`config.mk`:
```
export PLATFORM = sky130hd
export DESIGN_NAME = cgs_cell
export DESIGN_NICKNAME = d
export VERILOG_FILES = /design/src/sv/cgs_pkg.sv /design/src/sv/cgs_cell.sv
export SDC_FILE = /design/constraint.sdc
export NUM_CORES = 1
export LEC_CHECK = 0
export BUFFER_PORTS_ARGS = -buffer_cell sky130_fd_sc_hd__buf_2
export CAP_MARGIN = 25
export CORE_MARGIN = 2
export CORE_UTILIZATION = 53
export DETAILED_ROUTE_END_ITERATION = 6
export GPL_TIMING_DRIVEN = 0
export PLACE_DENSITY = 0.9
export SYNTH_ARGS = -nofsm -noshare
export SYNTH_HDL_FRONTEND = slang
export SYNTH_SLANG_ARGS = --single-unit
```
`constraint.sdc`:
```
create_clock -name clock -period 7.6 [get_ports clock]
set_clock_uncertainty 0.1 [all_clocks]
set_input_delay 0.38 -clock clock [delete_from_list [all_inputs] [get_ports clock]]
set_output_delay 0.38 -clock clock [all_outputs]
set_load 0.005 [all_outputs]
```
`src/sv/cgs_pkg.sv`:
```
// shared constants, register codes and types of the coordinate grid snapper
`default_nettype none

package cgs_pkg;

   localparam int TABLE_DEPTH    = 64;
   localparam int COORD_W        = 20;
   localparam int TOL_W          = 19;
   localparam int DATA_W         = 32;
   localparam int ADDR_W         = 4;
   localparam int PIXEL_FRAC     = 16;
   localparam int DEFAULT_TOL_PX = 100;
   localparam logic [TOL_W-1:0] TOL_RESET = TOL_W'(DEFAULT_TOL_PX * PIXEL_FRAC);

   // register index, taken from paddr[3:2]
   typedef enum logic [1:0] {
      REG_SEED_X = 2'd0,
      REG_SEED_Y = 2'd1,
      REG_TOL    = 2'd2
   } reg_index_type;

   typedef struct packed {
      logic [COORD_W-1:0] seed_x;
      logic [COORD_W-1:0] seed_y;
      logic [TOL_W-1:0]   tol;
   } cfg_type;

   // word that walks down the cell chain
   typedef struct packed {
      logic               active;
      logic [COORD_W-1:0] x;
      logic [COORD_W-1:0] y;
      logic [COORD_W-1:0] out_x;
      logic [COORD_W-1:0] out_y;
      logic               hit_x;
      logic               hit_y;
      logic               rec_x;
      logic               rec_y;
   } carry_type;

endpackage

`default_nettype wire

```
`src/sv/cgs_cell.sv`:
```
// one table slot of both tables: compare, first-match, append, pass word on
`default_nettype none

module cgs_cell import cgs_pkg::*; (
   input  wire                clock,
   input  wire                reset,
   input  wire                reload,
   input  wire                is_head,
   input  wire  [COORD_W-1:0] seed_x,
   input  wire  [COORD_W-1:0] seed_y,
   input  wire  [TOL_W-1:0]   tol,
   input  carry_type          carry_i,
   output carry_type          carry_o
);

   logic [COORD_W-1:0] entry_x_ff, entry_y_ff;
   logic               valid_x_ff, valid_y_ff;
   carry_type          carry_ff, carry_in;
   logic [COORD_W:0]   dx, dy, adx, ady;
   logic               close_x, close_y;
   logic               rec_x, rec_y;

   // exact distance on 21 bits, magnitude fits unsigned
   assign dx  = {carry_i.x[COORD_W-1], carry_i.x} - {entry_x_ff[COORD_W-1], entry_x_ff};
   assign dy  = {carry_i.y[COORD_W-1], carry_i.y} - {entry_y_ff[COORD_W-1], entry_y_ff};
   assign adx = dx[COORD_W] ? (~dx + 1'b1) : dx;
   assign ady = dy[COORD_W] ? (~dy + 1'b1) : dy;
   assign close_x = adx <= {2'b00, tol};
   assign close_y = ady <= {2'b00, tol};

   // first free slot takes the value when nothing matched upstream
   assign rec_x = carry_i.active && !carry_i.hit_x && !carry_i.rec_x && !valid_x_ff;
   assign rec_y = carry_i.active && !carry_i.hit_y && !carry_i.rec_y && !valid_y_ff;

   always_comb begin
      carry_in = carry_i;
      if (carry_i.active && !carry_i.hit_x && valid_x_ff && close_x) begin
         carry_in.hit_x = 1'b1;
         carry_in.out_x = entry_x_ff;
      end
      if (carry_i.active && !carry_i.hit_y && valid_y_ff && close_y) begin
         carry_in.hit_y = 1'b1;
         carry_in.out_y = entry_y_ff;
      end
      if (rec_x) carry_in.rec_x = 1'b1;
      if (rec_y) carry_in.rec_y = 1'b1;
   end

   always_ff @(posedge clock) begin
      if (reset) begin
         valid_x_ff <= is_head;
         valid_y_ff <= is_head;
         entry_x_ff <= '0;
         entry_y_ff <= '0;
      end else if (reload) begin
         valid_x_ff <= is_head;
         valid_y_ff <= is_head;
         entry_x_ff <= seed_x;
         entry_y_ff <= seed_y;
      end else begin
         if (rec_x) begin
            valid_x_ff <= 1'b1;
            entry_x_ff <= carry_i.x;
         end
         if (rec_y) begin
            valid_y_ff <= 1'b1;
            entry_y_ff <= carry_i.y;
         end
      end
   end

   always_ff @(posedge clock) begin
      if (reset) begin
         carry_ff.active <= 1'b0;
      end else begin
         carry_ff.active <= carry_in.active;
      end
      carry_ff.x     <= carry_in.x;
      carry_ff.y     <= carry_in.y;
      carry_ff.out_x <= carry_in.out_x;
      carry_ff.out_y <= carry_in.out_y;
      carry_ff.hit_x <= carry_in.hit_x;
      carry_ff.hit_y <= carry_in.hit_y;
      carry_ff.rec_x <= carry_in.rec_x;
      carry_ff.rec_y <= carry_in.rec_y;
   end

   assign carry_o = carry_ff;

endmodule

`default_nettype wire

```
==> out/qor.yml <==
status: "complete, no violations"
powerDensity_mw_per_mm2: 209
synth-compound-area-share: 0.204
hold_class: "in -> reg"
final_cell_area_mm2: 0.0106
postSynth.asyncResetShare: 0
cp_max_fo: 10
io_pins: 233
synth_adder_area_share: 0.125
dieArea_mm2: 0.0168
cts_setup_buffers: 0
fin_nets: 1527
fin_setup_tns_ns: 0
mostFrequentLayoutCell: "buf_2"
internal_power_mw: 1.46
clockRootBuffer: "clkbuf_16"
synth_nets: 1247
routabilityCongestion: 0.968
cts_tree: "yes"
syn_inst: 1017
maxCapViolations: 0
track_usage: 0.286
setup_viol: 0
ys_warn_count: 0
cts_buffer_depth: 2
wl_per_cell_um: 16.0
synth_xor_area_frac: 0.0566
core_mm2: 0.0153
clock_latency_ns: 0.43
slowest_stage: "or4b_1"
reg2reg_slack_ns: 1.48
nFillCells: 1182
finalHoldViolCount: 0
cts.reportedPaths.clkPinSlew_ns: 0.06
htree_num_levels: 4
timing.fmax_mhz: 156
r2r-start: "entry_y_ff[0]$_SDFFE_PP0P_"
synth_area_mm2: 0.00835
dpl_cell_area_mm2: 0.00978
instances_no_fill: 1524
via_per_inst: 5.57
clkPwrFrac: 0.329
critPathCaptureType: "flip-flop"
synth.area.mux_share: 0.0685
critPathRequiredTime_ns: 7.81
most-common-layout-cells: "buf_2, nor2_1, dfxtp_1"
grt_pass1_wl_um: 38200
firstDrtPassIters: 7
routed_wl_um: 24400
rsz0062_at_grt: "no"
synth_top_area_frac: 0.300
synth_edf_count: 2
min_path_cells: 1
slew_violations: 0
numCtsBuffers: 17
ys_seq_area_frac: 0.307
layout_min_cycle_time_ns: 6.40
crit_top_cell: "o21ai_0"
synth-seq-cells: 127
start_util: 0.545
period_share: 0.842
ys.flop_type: "dfxtp_1"
tightestPinTransition_ns: 1.07
yosysTopAreaCell: "dfxtp_1"
netSwitchingFraction: 0.340
hold-path-endpoint: "carry_o[60]$_DFF_P_"
relSlewSlack: 0.275
std_cell_rows: 45
holdCritStartpoint: "carry_i[60]"
grt_overflow: 0
grt_pass1_vias: 8210
synth-simple-area-share: 0.182
start_kind: "primary input"
numPortBuffers: 230
vias: 8490
ctsResizeCount: 0
seqPwrFrac: 0.330
drive_gt1_frac: 0.234
reg2reg_depth: 22
cpPeakStageDelay_ns: 0.56
place_hpwl_um: 18400
ys_top_cells_by_area: "dfxtp_1, ha_1, nor2_1, a21oi_1, inv_1"
ant_nets: 0
dpl.cell_count: 1459
synth_top_family_by_area: "compound AO/OA/AOI/OAI gates"
grt_max_degree: 17
area_growth_pct: 27.0
cp.arrival_ns: 6.61
die_w_um: 130
antenna_found_initial: 2
ir_drop_uv: 173
chipHeight_um: 130
post-route-drc-count: 0
avgSynthCellArea_um2: 8.21
synthDistinctLibCells: 74
cts_num_sinks: 127
crit_start: "carry_i[44]"
leakage_nw: 4.88
drt-initial-drc-count: 596
switchingPower_uw: 755
combPwrFrac: 0.341
worstReg2RegEnd: "carry_o[18]$_DFF_P_"
crit_type: "in -> reg"
==> worst max-delay path, delay by kind of cell <==
family,cells,cell delay (ns)
buffers and inverters,5,1.36
XOR/XNOR,1,0.29
AO/OA/AOI/OAI,9,2.10
multiplexers,1,0.32
AND/OR/NAND/NOR,6,1.38
adder cells (fa/ha/maj),3,0.79
==> synth_stat cells, types with 6 or more instances <==
cell,n
mux2_1,13
o21a_1,19
o21ai_0,43
xor2_1,19
nand2_1,33
o31ai_1,12
nor2b_1,13
ha_1,80
a21o_1,14
a211oi_1,9
nand3_1,13
nand2b_1,9
mux2_4,19
nand4_1,11
dfxtp_1,125
mux2_2,8
xnor2_1,35
and3_1,6
and2_1,6
nor2_1,159
or3_1,9
nor3_1,20
clkbuf_1,30
o211ai_1,8
inv_1,82
a21oi_1,119
==> area by class of cell <==
type,count,area [um^2],area share
diodes,3,7.51,0.000708
plain buffers,39,171,0.0162
clock buffers,18,429,0.0405
clock inverters,14,95.1,0.00896
inverters,82,308,0.0290
multi-input cells,769,5310,0.501
flip-flops and latches,127,2560,0.242
well taps,211,264,0.0249
repair buffers,261,1460,0.138
==> flip-flops by register name, indices dropped and copies added (netlist names) <==
name	flops
carry_o	85
entry_x_ff	20
entry_y_ff	20
valid_x_ff	1
valid_y_ff	1
==> power groups by stage <==
stage	Sequential (mW)	Combinational [mW]	Clock [mW]
CTS	0.733	0.742	0.729
global route	0.738	0.840	0.762
detailed placement	0.747	0.723	0
global placement	0.745	0.697	0
floorplan	0.750	0.510	0
finish	0.734	0.756	0.730
==> worst max path at each step <==
stage / endpoint / depth (start not counted)
after floorplan: carry_o[10]$_DFF_P_ / 23
after detailed placement: carry_o[16]$_DFF_P_ / 24
final: carry_o[18]$_DFF_P_ / 25
after global placement: carry_o[16]$_DFF_P_ / 24
after global routing: carry_o[19]$_DFF_P_ / 25
after CTS: carry_o[19]$_DFF_P_ / 25
==> stage by stage <==
stage | hold slack [ns] | power (mW) | setup slack [ns] | utilization
3_3_place_gp | 0.348 | 1.44 | 1.58 | 0.638
5_1_grt | 0.00657 | 2.34 | 0.761 | 0.692
3_5_place_dp | 0.356 | 1.47 | 1.43 | 0.638
4_1_cts | 0.000107 | 2.20 | 1.29 | 0.689
6_report | 0.00216 | 2.22 | 1.20 | 0.693
2_1_floorplan | 0.308 | 1.26 | 2.29 | -
==> logic make-up (layout without fill, tap and decap cells) <==
family,after synthesis,count (layout)
simple gates,315,315
compound gates,273,273
flops,127,127
buf+inv,121,414
fa+ha+maj,82,82
xor+xnor,54,54
mux,45,45
other cells,0,3
==> per-layer routing <==
layer,global-route usage,wire length (um),vias to the layer above
li1,-,-,4157
met1,0.329,9760,3898
met2,0.505,12100,374
met3,0.0797,1960,59
met4,0.110,619,2
met5,0,11,-
==> what timing repair did <==
action | in CTS | in global routing
hold buffers | 25 | 5
hold endpoints to repair | 25 | 5
setup endpoints to repair | 0 | 0
Note: power is estimated with default switching activity, not from simulation.
