===== config.mk =====
export PLATFORM = sky130hd
export DESIGN_NAME = cgs_csr
export DESIGN_NICKNAME = d
export VERILOG_FILES = /design/src/sv/cgs_pkg.sv /design/src/sv/cgs_csr.sv
export SDC_FILE = /design/constraint.sdc
export NUM_CORES = 1
export LEC_CHECK = 0
export BUFFER_PORTS_ARGS = -buffer_cell sky130_fd_sc_hd__buf_2
export CAP_MARGIN = 20
export CORE_MARGIN = 3
export CORE_UTILIZATION = 47
export DETAILED_ROUTE_END_ITERATION = 12
export GPL_TIMING_DRIVEN = 0
export HOLD_SLACK_MARGIN = 0.15
export PLACE_DENSITY = 0.8
export SYNTH_ARGS = -nofsm -noshare
export SYNTH_HDL_FRONTEND = slang
export SYNTH_SLANG_ARGS = --single-unit
export TNS_END_PERCENT = 1

===== constraint.sdc =====
create_clock -name clock -period 2.8 [get_ports clock]
set_clock_uncertainty 0.2 [all_clocks]
set_input_delay 0.56 -clock clock [delete_from_list [all_inputs] [get_ports clock]]
set_output_delay 0.56 -clock clock [all_outputs]
set_load 0.005 [all_outputs]

===== src/sv/cgs_pkg.sv =====
// shared constants, register codes and types of the coordinate grid snapper
`default_nettype none

package cgs_pkg;

   localparam int TABLE_DEPTH    = 64;
   localparam int COORD_W        = 20;
   localparam int TOL_W          = 19;
   localparam int DATA_W         = 32;
   localparam int ADDR_W         = 4;
   localparam int PIXEL_FRAC     = 16;
   localparam int DEFAULT_TOL_PX = 100;
   localparam logic [TOL_W-1:0] TOL_RESET = TOL_W'(DEFAULT_TOL_PX * PIXEL_FRAC);

   // register index, taken from paddr[3:2]
   typedef enum logic [1:0] {
      REG_SEED_X = 2'd0,
      REG_SEED_Y = 2'd1,
      REG_TOL    = 2'd2
   } reg_index_type;

   typedef struct packed {
      logic [COORD_W-1:0] seed_x;
      logic [COORD_W-1:0] seed_y;
      logic [TOL_W-1:0]   tol;
   } cfg_type;

   // word that walks down the cell chain
   typedef struct packed {
      logic               active;
      logic [COORD_W-1:0] x;
      logic [COORD_W-1:0] y;
      logic [COORD_W-1:0] out_x;
      logic [COORD_W-1:0] out_y;
      logic               hit_x;
      logic               hit_y;
      logic               rec_x;
      logic               rec_y;
   } carry_type;

endpackage

`default_nettype wire


===== src/sv/cgs_csr.sv =====
// apb-style register block: seeds and snap tolerance
`default_nettype none

module cgs_csr import cgs_pkg::*; (
   input  wire               clock,
   input  wire               reset,
   input  wire               psel,
   input  wire               penable,
   input  wire               pwrite,
   input  wire  [ADDR_W-1:0] paddr,
   input  wire  [DATA_W-1:0] pwdata,
   output logic [DATA_W-1:0] prdata,
   output logic              pready,
   output cfg_type           cfg
);

   cfg_type       cfg_ff;
   cfg_type       cfg_in;
   reg_index_type idx;
   logic          wr_en;

   assign idx    = reg_index_type'(paddr[3:2]);
   assign wr_en  = psel && penable && pwrite;
   assign pready = 1'b1;
   assign cfg    = cfg_ff;

   always_comb begin
      cfg_in = cfg_ff;
      if (wr_en) begin
         case (idx)
            REG_SEED_X: cfg_in.seed_x = pwdata[COORD_W-1:0];
            REG_SEED_Y: cfg_in.seed_y = pwdata[COORD_W-1:0];
            REG_TOL:    cfg_in.tol    = pwdata[TOL_W-1:0];
            default:    cfg_in        = cfg_ff;
         endcase
      end
   end

   always_ff @(posedge clock) begin
      if (reset) begin
         cfg_ff.seed_x <= '0;
         cfg_ff.seed_y <= '0;
         cfg_ff.tol    <= TOL_RESET;
      end else begin
         cfg_ff <= cfg_in;
      end
   end

   always_comb begin
      case (idx)
         REG_SEED_X: prdata = {{(DATA_W-COORD_W){cfg_ff.seed_x[COORD_W-1]}}, cfg_ff.seed_x};
         REG_SEED_Y: prdata = {{(DATA_W-COORD_W){cfg_ff.seed_y[COORD_W-1]}}, cfg_ff.seed_y};
         REG_TOL:    prdata = {{(DATA_W-TOL_W){1'b0}}, cfg_ff.tol};
         default:    prdata = '0;
      endcase
   end

endmodule

`default_nettype wire


==> impl_metrics.toml, run 1 <==
[outcome]
status = "finished clean"

[timing]
final-setup-viol-count = 0
worstMarginPinSlew_ps = 611
final_max_slew_viol_count = 0
hold_viol = 0
timing.final.crit_share_pct = 92.0
slew_headroom_pct = 59.2
rsz0062_at_grt = "false"
max_freq_ghz = 0.388
period_needed_ps = 2580

[final_layout]
finalInstanceArea_mm2 = 0.00378
nNetsFinal = 468
drive_above_1_share_pct = 35.7
final_common_cell = "buf_2"
syn2layout_area_growth_pct = 29.2
final_cell_mix = "119 x buf_2, 79 x mux2i_1, 76 x nand2b_1, 59 x dfxtp_1"
largest_reg_flops = 59
fin_cells = 506
diodes = 0

[yosys]
ys_types = 18
ys_seq_elements = 59
syn_nets = 343
avgSynthCellArea_um2 = 9.68
yosysWarnings = 0
synth_cells = 302
synth.cell_area_mm2 = 0.00292
synth-seq-area-share_pct = 40.4

[grt]
grt_pass1_vias = 2504
track_usage_pct = 21.7
grt_max_degree = 14
grt_pass1_wl_um = 12300
overflow = 0
antenna_found_initial = 0

[worst_hold_path]
min_path_type = "flop to flop"

[cts]
clockRootBuffer = "clkbuf_8"
postCtsSetupRepairBufs = 0
cts_tree = "yes"
max-clock-path-buffers = 2
clkSlewWorstSetupHoldPaths_ps = 70
cts_sinks = 59
worstSkewPairLatency_ps = 330
cts_buffers = 9
htreeDepth = 3

[floorplan]
die_x_um = 84.9
initial_core_util_pct = 49.1
fp.dieArea_mm2 = 0.00720
die-height_um = 84.9
core_mm2 = 0.00596
pin_count = 133
floorplan.rows = 28

[power]
total_power_uw = 1720
p_leak_uw = 0.00198
ir_worst_vdd_v = 0.000379
p_per_area_mw_per_mm2 = 456

[placed_design]
gp_congestion = 0.767
dp_hpwl_um = 5810
portBuffers = 115
post_dp_cell_area_mm2 = 0.00359
dp_cells = 492

[route]
vias_per_cell = 4.97
drtIter0Drc = 97
drtPass1Iterations = 4
wire_per_inst_um = 15.5
drtAntennaViolNets = 0
remaining_drc_errors = 0
wirelength_um = 7830
vias = 2515

[critical_path]
endpoint_kind = "output pin"
crit_path_start_kind = "primary input"
required_ps = 2040
critical_path_arrival_ps = 1820
crit_fanout = 13
crit_type = "primary input to output pin"

[run]
maxCapViolCount = 0
[worst max-delay path: stages]
cell	delay, ps
clkbuf_1	210
clkbuf_4	320
mux2i_1	310
nor2_4	110
buf_4	170
buf_2	120
[power breakdown]
part,switching [uW],leakage (uW),internal (uW)
logic,84.6,0.00140,73.2
registers,8.70,0.000476,850
clock network,318,0.0000953,386
[synth_stat cells]
cell	count	area share (%)
nor3_1	1	0.17
nand2_1	19	2.4
buf_6	2	0.77
and2b_1	1	0.26
nor2_1	7	0.90
nand2b_1	76	16
nand3_2	1	0.34
nor3b_1	2	0.51
buf_4	14	3.6
or3_1	1	0.21
mux2i_1	79	27
buf_2	6	1.0
clkbuf_1	12	1.5
conb_1	1	0.13
dfxtp_1	59	40
or3b_4	1	0.39
o21ai_0	19	3.3
nand4_4	1	0.73
[metrics by stage]
step,setup slack [ps],utilization (%),TNS [ps],hold WS [ps]
2_1_floorplan,223,-,0,277
3_3_place_gp,-30.9,60.3,-356,270
3_5_place_dp,-116,60.3,-1330,282
4_1_cts,83.4,63.4,0,291
5_1_grt,77.3,63.4,0,303
6_report,224,63.4,0,289
[area by class of cell]
type                            instances  area, um2
Clock inverter                          2       10.0
Timing Repair Buffer                  115        576
Sequential cell                        59       1180
Clock buffer                           13        169
Tap cell                               75       93.8
Fill cell                             522       2180
Multi-Input combinational cell        209       1550
Buffer                                 33        200
[path summary, 6_finish.rpt]
path | start | to | slack [ps] | cells after the start
worst min-delay path | cfg[36] | cfg[36] | 290 | 2
worst min register to register | cfg[36] | cfg[36] | 290 | 2
worst max-delay path | paddr[2] | prdata[31] | 220 | 6
worst max register to register | cfg[53] | cfg[53] | 1930 | 2
[logic make-up after synthesis]
family | share of synthesized area [%]
compound gates | 3.25
buf+inv | 6.93
flops | 40.4
mux | 27.1
other cells | 0.128
simple gates | 22.2
[layer usage]
metal  part of all wire (%)  vias up  track usage, %  routed length (um)
met1                     44     1195            27.0                3470
met5                      0        -               0                   0
met4                    1.2        0            9.21                  91
met3                    5.3       10            4.47                 413
met2                     49       70            36.4                3860
li1                       -     1240               -                   -
[timing repair]
action / CTS / global route
gates resized for setup: 1 / 2
hold buffers: 0 / 0
setup endpoints to repair: 13 / 15
cloned: 0 / 0
Note: power is estimated with default switching activity, not from simulation.
==> run 2, diff against run 1 <==
--- a/config.mk
+++ b/config.mk
@@ -5,6 +5,7 @@
 export SDC_FILE = /design/constraint.sdc
 export NUM_CORES = 1
 export LEC_CHECK = 0
+export ABC_AREA = 1
 export BUFFER_PORTS_ARGS = -buffer_cell sky130_fd_sc_hd__buf_2
 export CAP_MARGIN = 20
 export CORE_MARGIN = 3
@@ -12,7 +13,7 @@
 export DETAILED_ROUTE_END_ITERATION = 12
 export GPL_TIMING_DRIVEN = 0
 export HOLD_SLACK_MARGIN = 0.15
-export PLACE_DENSITY = 0.8
+export PLACE_DENSITY_LB_ADDON = 0.1
 export SYNTH_ARGS = -nofsm -noshare
 export SYNTH_HDL_FRONTEND = slang
 export SYNTH_SLANG_ARGS = --single-unit
==> run 2 against run 1 <==
First-iteration DRC count grew 55%. Synthesized cell count grew 48%. Cell area shrank 1.8%. Critical endpoint is now prdata[30]. Critical path type unchanged. Critical path depth is the same. Sequential power grew 2%. Clock power grew 0.7%. Non-clock buffer count grew 10. Die area shrank 2.3%. Largest power group unchanged. Global-route usage grew 3.0 points. Combinational power grew 32%.
==> impl_metrics.toml, run 2 <==
[outcome]
status = "finished clean"

[power]
sequentialPowerShare_pct = 48.7
total_power_uw = 1790
ir_worst_vdd_v = 0.000347
internal_power_uw = 1320
clockPowerShare_pct = 39.6
sw_frac_of_total_pct = 26.1
p_per_area_mw_per_mm2 = 483
power.combinational.fraction_pct = 11.7
p_leak_uw = 0.00204
switching_power_uw = 467

[critical_path]
endpoint_kind = "output pin"
crit_path_start_kind = "primary input"
critical_path_arrival_ps = 1780
required_ps = 2040
crit_type = "primary input to output pin"
crit_fanout = 13

[floorplan]
fp.dieArea_mm2 = 0.00704
initial_core_util_pct = 50.2
die-height_um = 83.9
floorplan.rows = 27
die_x_um = 83.9
core_mm2 = 0.00568
pin_count = 133

[route]
wire_per_inst_um = 13.4
vias = 3157
remaining_drc_errors = 0
drtIter0Drc = 150
drtAntennaViolNets = 0
wirelength_um = 8710
vias_per_cell = 4.84
drtPass1Iterations = 5

[grt]
grt_pass1_vias = 2955
overflow = 0
track_usage_pct = 24.6
antenna_found_initial = 0
grt_max_degree = 14
grt_pass1_wl_um = 14100

[yosys]
ys_types = 15
synth.area.top_cells = "dfxtp_1 41%, nand2_1 16%, nor2_1 15%, nand3_1 14%, buf_4 4.2%"
synth_top_cell_by_area = "dfxtp_1"
yosysTopAreaCellShare_pct = 41.4
synth_flop_cell = "dfxtp_1"
yosys-top-cells-count = "124 x nand2_1, 116 x nor2_1, 79 x nand3_1"
synth_cells = 448
async_flop_share_pct = 0
syn_nets = 489
yosysWarnings = 0
ys_seq_elements = 59
synth-seq-area-share_pct = 41.4
yosysMostFrequentCell = "nand2_1"
avgSynthCellArea_um2 = 6.36
synth_edf_count = 0
synth.cell_area_mm2 = 0.00285

[timing]
hold_viol = 0
period_needed_ps = 2540
slew_headroom_pct = 60.6
worstMarginPinSlew_ps = 591
setup_tns_ps = 0
final_max_slew_viol_count = 0
final-setup-viol-count = 0
rsz0062_at_grt = "false"
max_freq_ghz = 0.394
timing.final.crit_share_pct = 90.7

[cts]
max-clock-path-buffers = 2
cts_sinks = 59
cts_tree = "yes"
clockRootBuffer = "clkbuf_8"
htreeDepth = 3
cts_buffers = 9
postCtsSetupRepairBufs = 0
clkSlewWorstSetupHoldPaths_ps = 60
worstSkewPairLatency_ps = 330

[worst_hold_path]
min_path_type = "primary input to flop"

[final_layout]
final_cell_mix = "134 x buf_2, 124 x nand2_1, 116 x nor2_1, 79 x nand3_1, 59 x dfxtp_1"
diodes = 0
drive_above_1_share_pct = 29.7
nNetsFinal = 617
num-fill-cells = 553
final_common_cell = "buf_2"
syn2layout_area_growth_pct = 30.0
largest_reg_flops = 59

[placed_design]
portBuffers = 117
dp_hpwl_um = 6310
gp_congestion = 0.852

[run]
maxCapViolCount = 0
-- run 2: changes by cell type in the layout (fill, tap and decap cells not counted), moves of 2 or more --
cell	change
buf_1	+5
buf_2	+15
buf_4	+2
clkbuf_1	-10
inv_1	+21
inv_2	+3
mux2i_1	-79
nand2_1	+105
nand2b_1	-76
nand3_1	+79
nor2_1	+110
nor3b_1	-2
o21ai_0	-19
-- run 2: power groups by stage --
stage / Clock [uW] / Combinational [uW] / Sequential, uW
after CTS: 708 / 209 / 872
after global placement: 0 / 205 / 890
after floorplan: 0 / 120 / 891
after global routing: 747 / 233 / 874
after detailed placement: 0 / 209 / 890
final: 709 / 209 / 872
-- run 2: per-stage QoR --
stage	hold slack, ps	utilization [%]	worst slack (ps)	std cells	cell area (um2)
floorplan	274	-	597	448	2850
detailed placement	268	62.1	108	637	3530
global placement	269	62.1	171	637	3530
finish	262	65.3	260	652	3710
global route	270	65.3	130	652	3710
CTS	256	65.3	90.2	652	3710
-- run 2: timing repair --
action / CTS / global route
endpoints found under the setup margin: 0 / 12
resized for setup: 0 / 1
hold buffers: 0 / 0
-- run 2: logic make-up after synthesis --
group	after synthesis	share of synthesized area, %
compound gates	1	0.307
buf+inv	65	11.7
flops	59	41.4
other cells	1	0.132
simple gates	322	46.5
-- run 2: cell type report --
type                       instances  area [um2]  share of cell area, %
sequential                        59        1180                   31.9
clock inverter                     2        10.0                  0.270
inverter                          24        90.1                   2.43
buffer                            41         243                   6.55
clock buffer                      13         169                   4.56
multi-input combinational        324        1340                   36.1
tap                               72        90.1                   2.43
timing repair buffer             117         586                   15.8
-- run 2: routing by layer --
metal  track usage [%]  vias to the layer above  wire (um)
met5                 0                        -          0
li1                  -                     1623          -
met1              31.3                     1393       3850
met4              8.33                        0         80
met2              40.9                      132       4060
met3              5.73                        9        719
-- run 2: path summary, 6_finish.rpt --
| path | to | slack (ps) | start | cells past startpoint |
|---|---|---|---|---|
| hold reg to reg | cfg[9] | 280 | cfg[9] | 2 |
| setup / recovery | prdata[30] | 260 | paddr[3] | 6 |
| hold / removal | cfg[10] | 260 | pwdata[10] | 3 |
| setup reg to reg | cfg[54] | 1970 | cfg[54] | 2 |
-- run 2: critical path: stages --
cell and delay, ps:
buf_2 130, nor2_1 220, buf_2 290, a22o_2 330
buf_4 150, buf_2 100
==> run 3, diff against run 2 <==
--- a/config.mk
+++ b/config.mk
@@ -14,6 +14,7 @@
 export GPL_TIMING_DRIVEN = 0
 export HOLD_SLACK_MARGIN = 0.15
 export PLACE_DENSITY_LB_ADDON = 0.1
+export RECOVER_POWER = 100
 export SYNTH_ARGS = -nofsm -noshare
 export SYNTH_HDL_FRONTEND = slang
 export SYNTH_SLANG_ARGS = --single-unit
==> run 3 against run 2 <==
Maximum frequency fell by 4.3%. Core utilization fell by 1.2 points. Sequential power barely moved. Die area did not move. Clock power barely moved. Critical path depth rose by 1. Largest cell class unchanged.
==> impl_metrics.toml, run 3 (synthesized netlist as in run 2, its figures left out) <==
[route]
wl_met3_um = 660
wire_per_inst_um = 13.3
drtPass1Iterations = 4
vias_per_cell = 4.79
vias = 3121
drtIter0Drc = 152
remaining_drc_errors = 0
drtAntennaViolNets = 0
highest_layer = "met4"
dr_wl_met2_um = 4130
wirelength_um = 8700
wl_met1_um = 3870

[grt]
grt_pass1_wl_um = 14100
grt_max_degree = 14
track_usage_pct = 24.6
antenna_found_initial = 0
overflow = 0
grt_pass1_vias = 2955

[critical_path]
crit_start = "paddr[3]"
critical_path_arrival_ps = 1890
r2r_end = "cfg[54]"
crit_fanout = 10
rr_worst_depth = 2
critical_path.max_stage_delay_ps = 490
rr_startpoint = "cfg[54]"
crit_path_start_kind = "primary input"
crit_top_cell = "buf_2"
slowest_stage = "clkbuf_1"
crit_end = "prdata[16]"
r2r_slack_ps = 1960
endpoint_kind = "output pin"
crit_type = "primary input to output pin"
crit_chain = "buf_2 > inv_2 > nor2_2 > clkbuf_1 > nand2_1 > nand3_1 > buf_2"
required_ps = 2040

[power]
clockPowerShare_pct = 39.7
sw_frac_of_total_pct = 26.1
power.combinational.fraction_pct = 11.4
p_per_area_mw_per_mm2 = 489
internal_power_uw = 1320
p_leak_uw = 0.00189
sequentialPowerShare_pct = 48.9
switching_power_uw = 464
ir_worst_vdd_v = 0.000345

[final_layout]
finalInstanceArea_mm2 = 0.00364
nNetsFinal = 617
syn2layout_area_growth_pct = 27.7
final_cell_mix = "124 x nand2_1, 117 x nor2_1, 104 x buf_2, 79 x nand3_1, 59 x dfxtp_1"
largest_reg_flops = 59
num-fill-cells = 581
fin_cells = 652
drive_above_1_share_pct = 24.0
final_common_cell = "nand2_1"
diodes = 0

[placed_design]
gp_congestion = 0.852
post_dp_cell_area_mm2 = 0.00353
dp_cells = 637
dp_hpwl_um = 6310
portBuffers = 117

[timing]
timing.final.crit_share_pct = 94.8
max_freq_ghz = 0.377
hold_viol = 0
final_max_slew_viol_count = 0
rsz0062_at_grt = "false"
period_needed_ps = 2650
final-setup-viol-count = 0
setup_tns_ps = 0
slew_headroom_pct = 48.0
worstMarginPinSlew_ps = 777

[cts]
clkSlewWorstSetupHoldPaths_ps = 60
cts_sinks = 59
cts_buffers = 9
clockRootBuffer = "clkbuf_8"
postCtsSetupRepairBufs = 0
worstSkewPairLatency_ps = 320
max-clock-path-buffers = 2
htreeDepth = 3
cts_tree = "yes"

[outcome]
status = "finished clean"

[floorplan]
die_x_um = 83.9
initial_core_util_pct = 50.2
fp.dieArea_mm2 = 0.00704
die-height_um = 83.9
core_mm2 = 0.00568
floorplan.rows = 27
pin_count = 133

[worst_hold_path]
min_path_type = "primary input to flop"

[run]
maxCapViolCount = 0
==> run 3: cell count changes in the layout (fill, tap and decap cells not counted), sizes merged <==
cell	change
buf	-45
clkbuf	+45
==> run 3: layout make-up <==
type                            instances  area, um2  area share (%)
Multi-Input combinational cell        324       1330            36.4
Sequential cell                        59       1180            32.4
Timing Repair Buffer                  117        556            15.3
Buffer                                 41        219            6.01
Clock buffer                           13        169            4.64
Inverter                               24       90.1            2.47
Tap cell                               72       90.1            2.47
Clock inverter                          2       10.0           0.275
==> run 3: worst min path at each step <==
stage                     from      end  slack, ps  cells past startpoint
CTS                 pwdata[10]  cfg[10]        260                      3
global placement        cfg[9]   cfg[9]        270                      2
detailed placement      cfg[9]   cfg[9]        270                      2
finish              pwdata[10]  cfg[10]        260                      3
global route        pwdata[10]  cfg[10]        270                      3
floorplan              cfg[10]  cfg[10]        270                      2
==> run 3: critical path: cells and delay by family <==
family	cells	cell delay, ps
buffers and inverters	4	780
AND/OR/NAND/NOR	3	540
==> run 3: repair_timing <==
item                                   CTS  global route
gates resized for setup                  0             1
hold buffers                             0             0
setup endpoints to repair                0            12
endpoints found under the hold margin    0             0
==> run 3: layer usage <==
metal / up-vias / global-route usage [%]
li1: 1621 / -
met1: 1384 / 31.3
met2: 112 / 40.9
met3: 4 / 5.73
met4: 0 / 8.33
met5: - / 0
==> run 3: power groups by stage <==
stage	Sequential [uW]	Combinational, uW	Clock (uW)
final	872	203	708
after global routing	874	227	747
after CTS	872	209	708
after detailed placement	890	209	0
after global placement	890	205	0
after floorplan	891	120	0
==> run 3: stage by stage <==
step | power, uW | setup slack, ps | hold WS (ps) | util, %
finish | 1780 | 146 | 265 | 64.2
CTS | 1790 | 90.2 | 256 | 65.3
floorplan | 1010 | 597 | 274 | -
global route | 1850 | 66.1 | 270 | 64.2
global placement | 1090 | 171 | 269 | 62.1
detailed placement | 1100 | 108 | 268 | 62.1
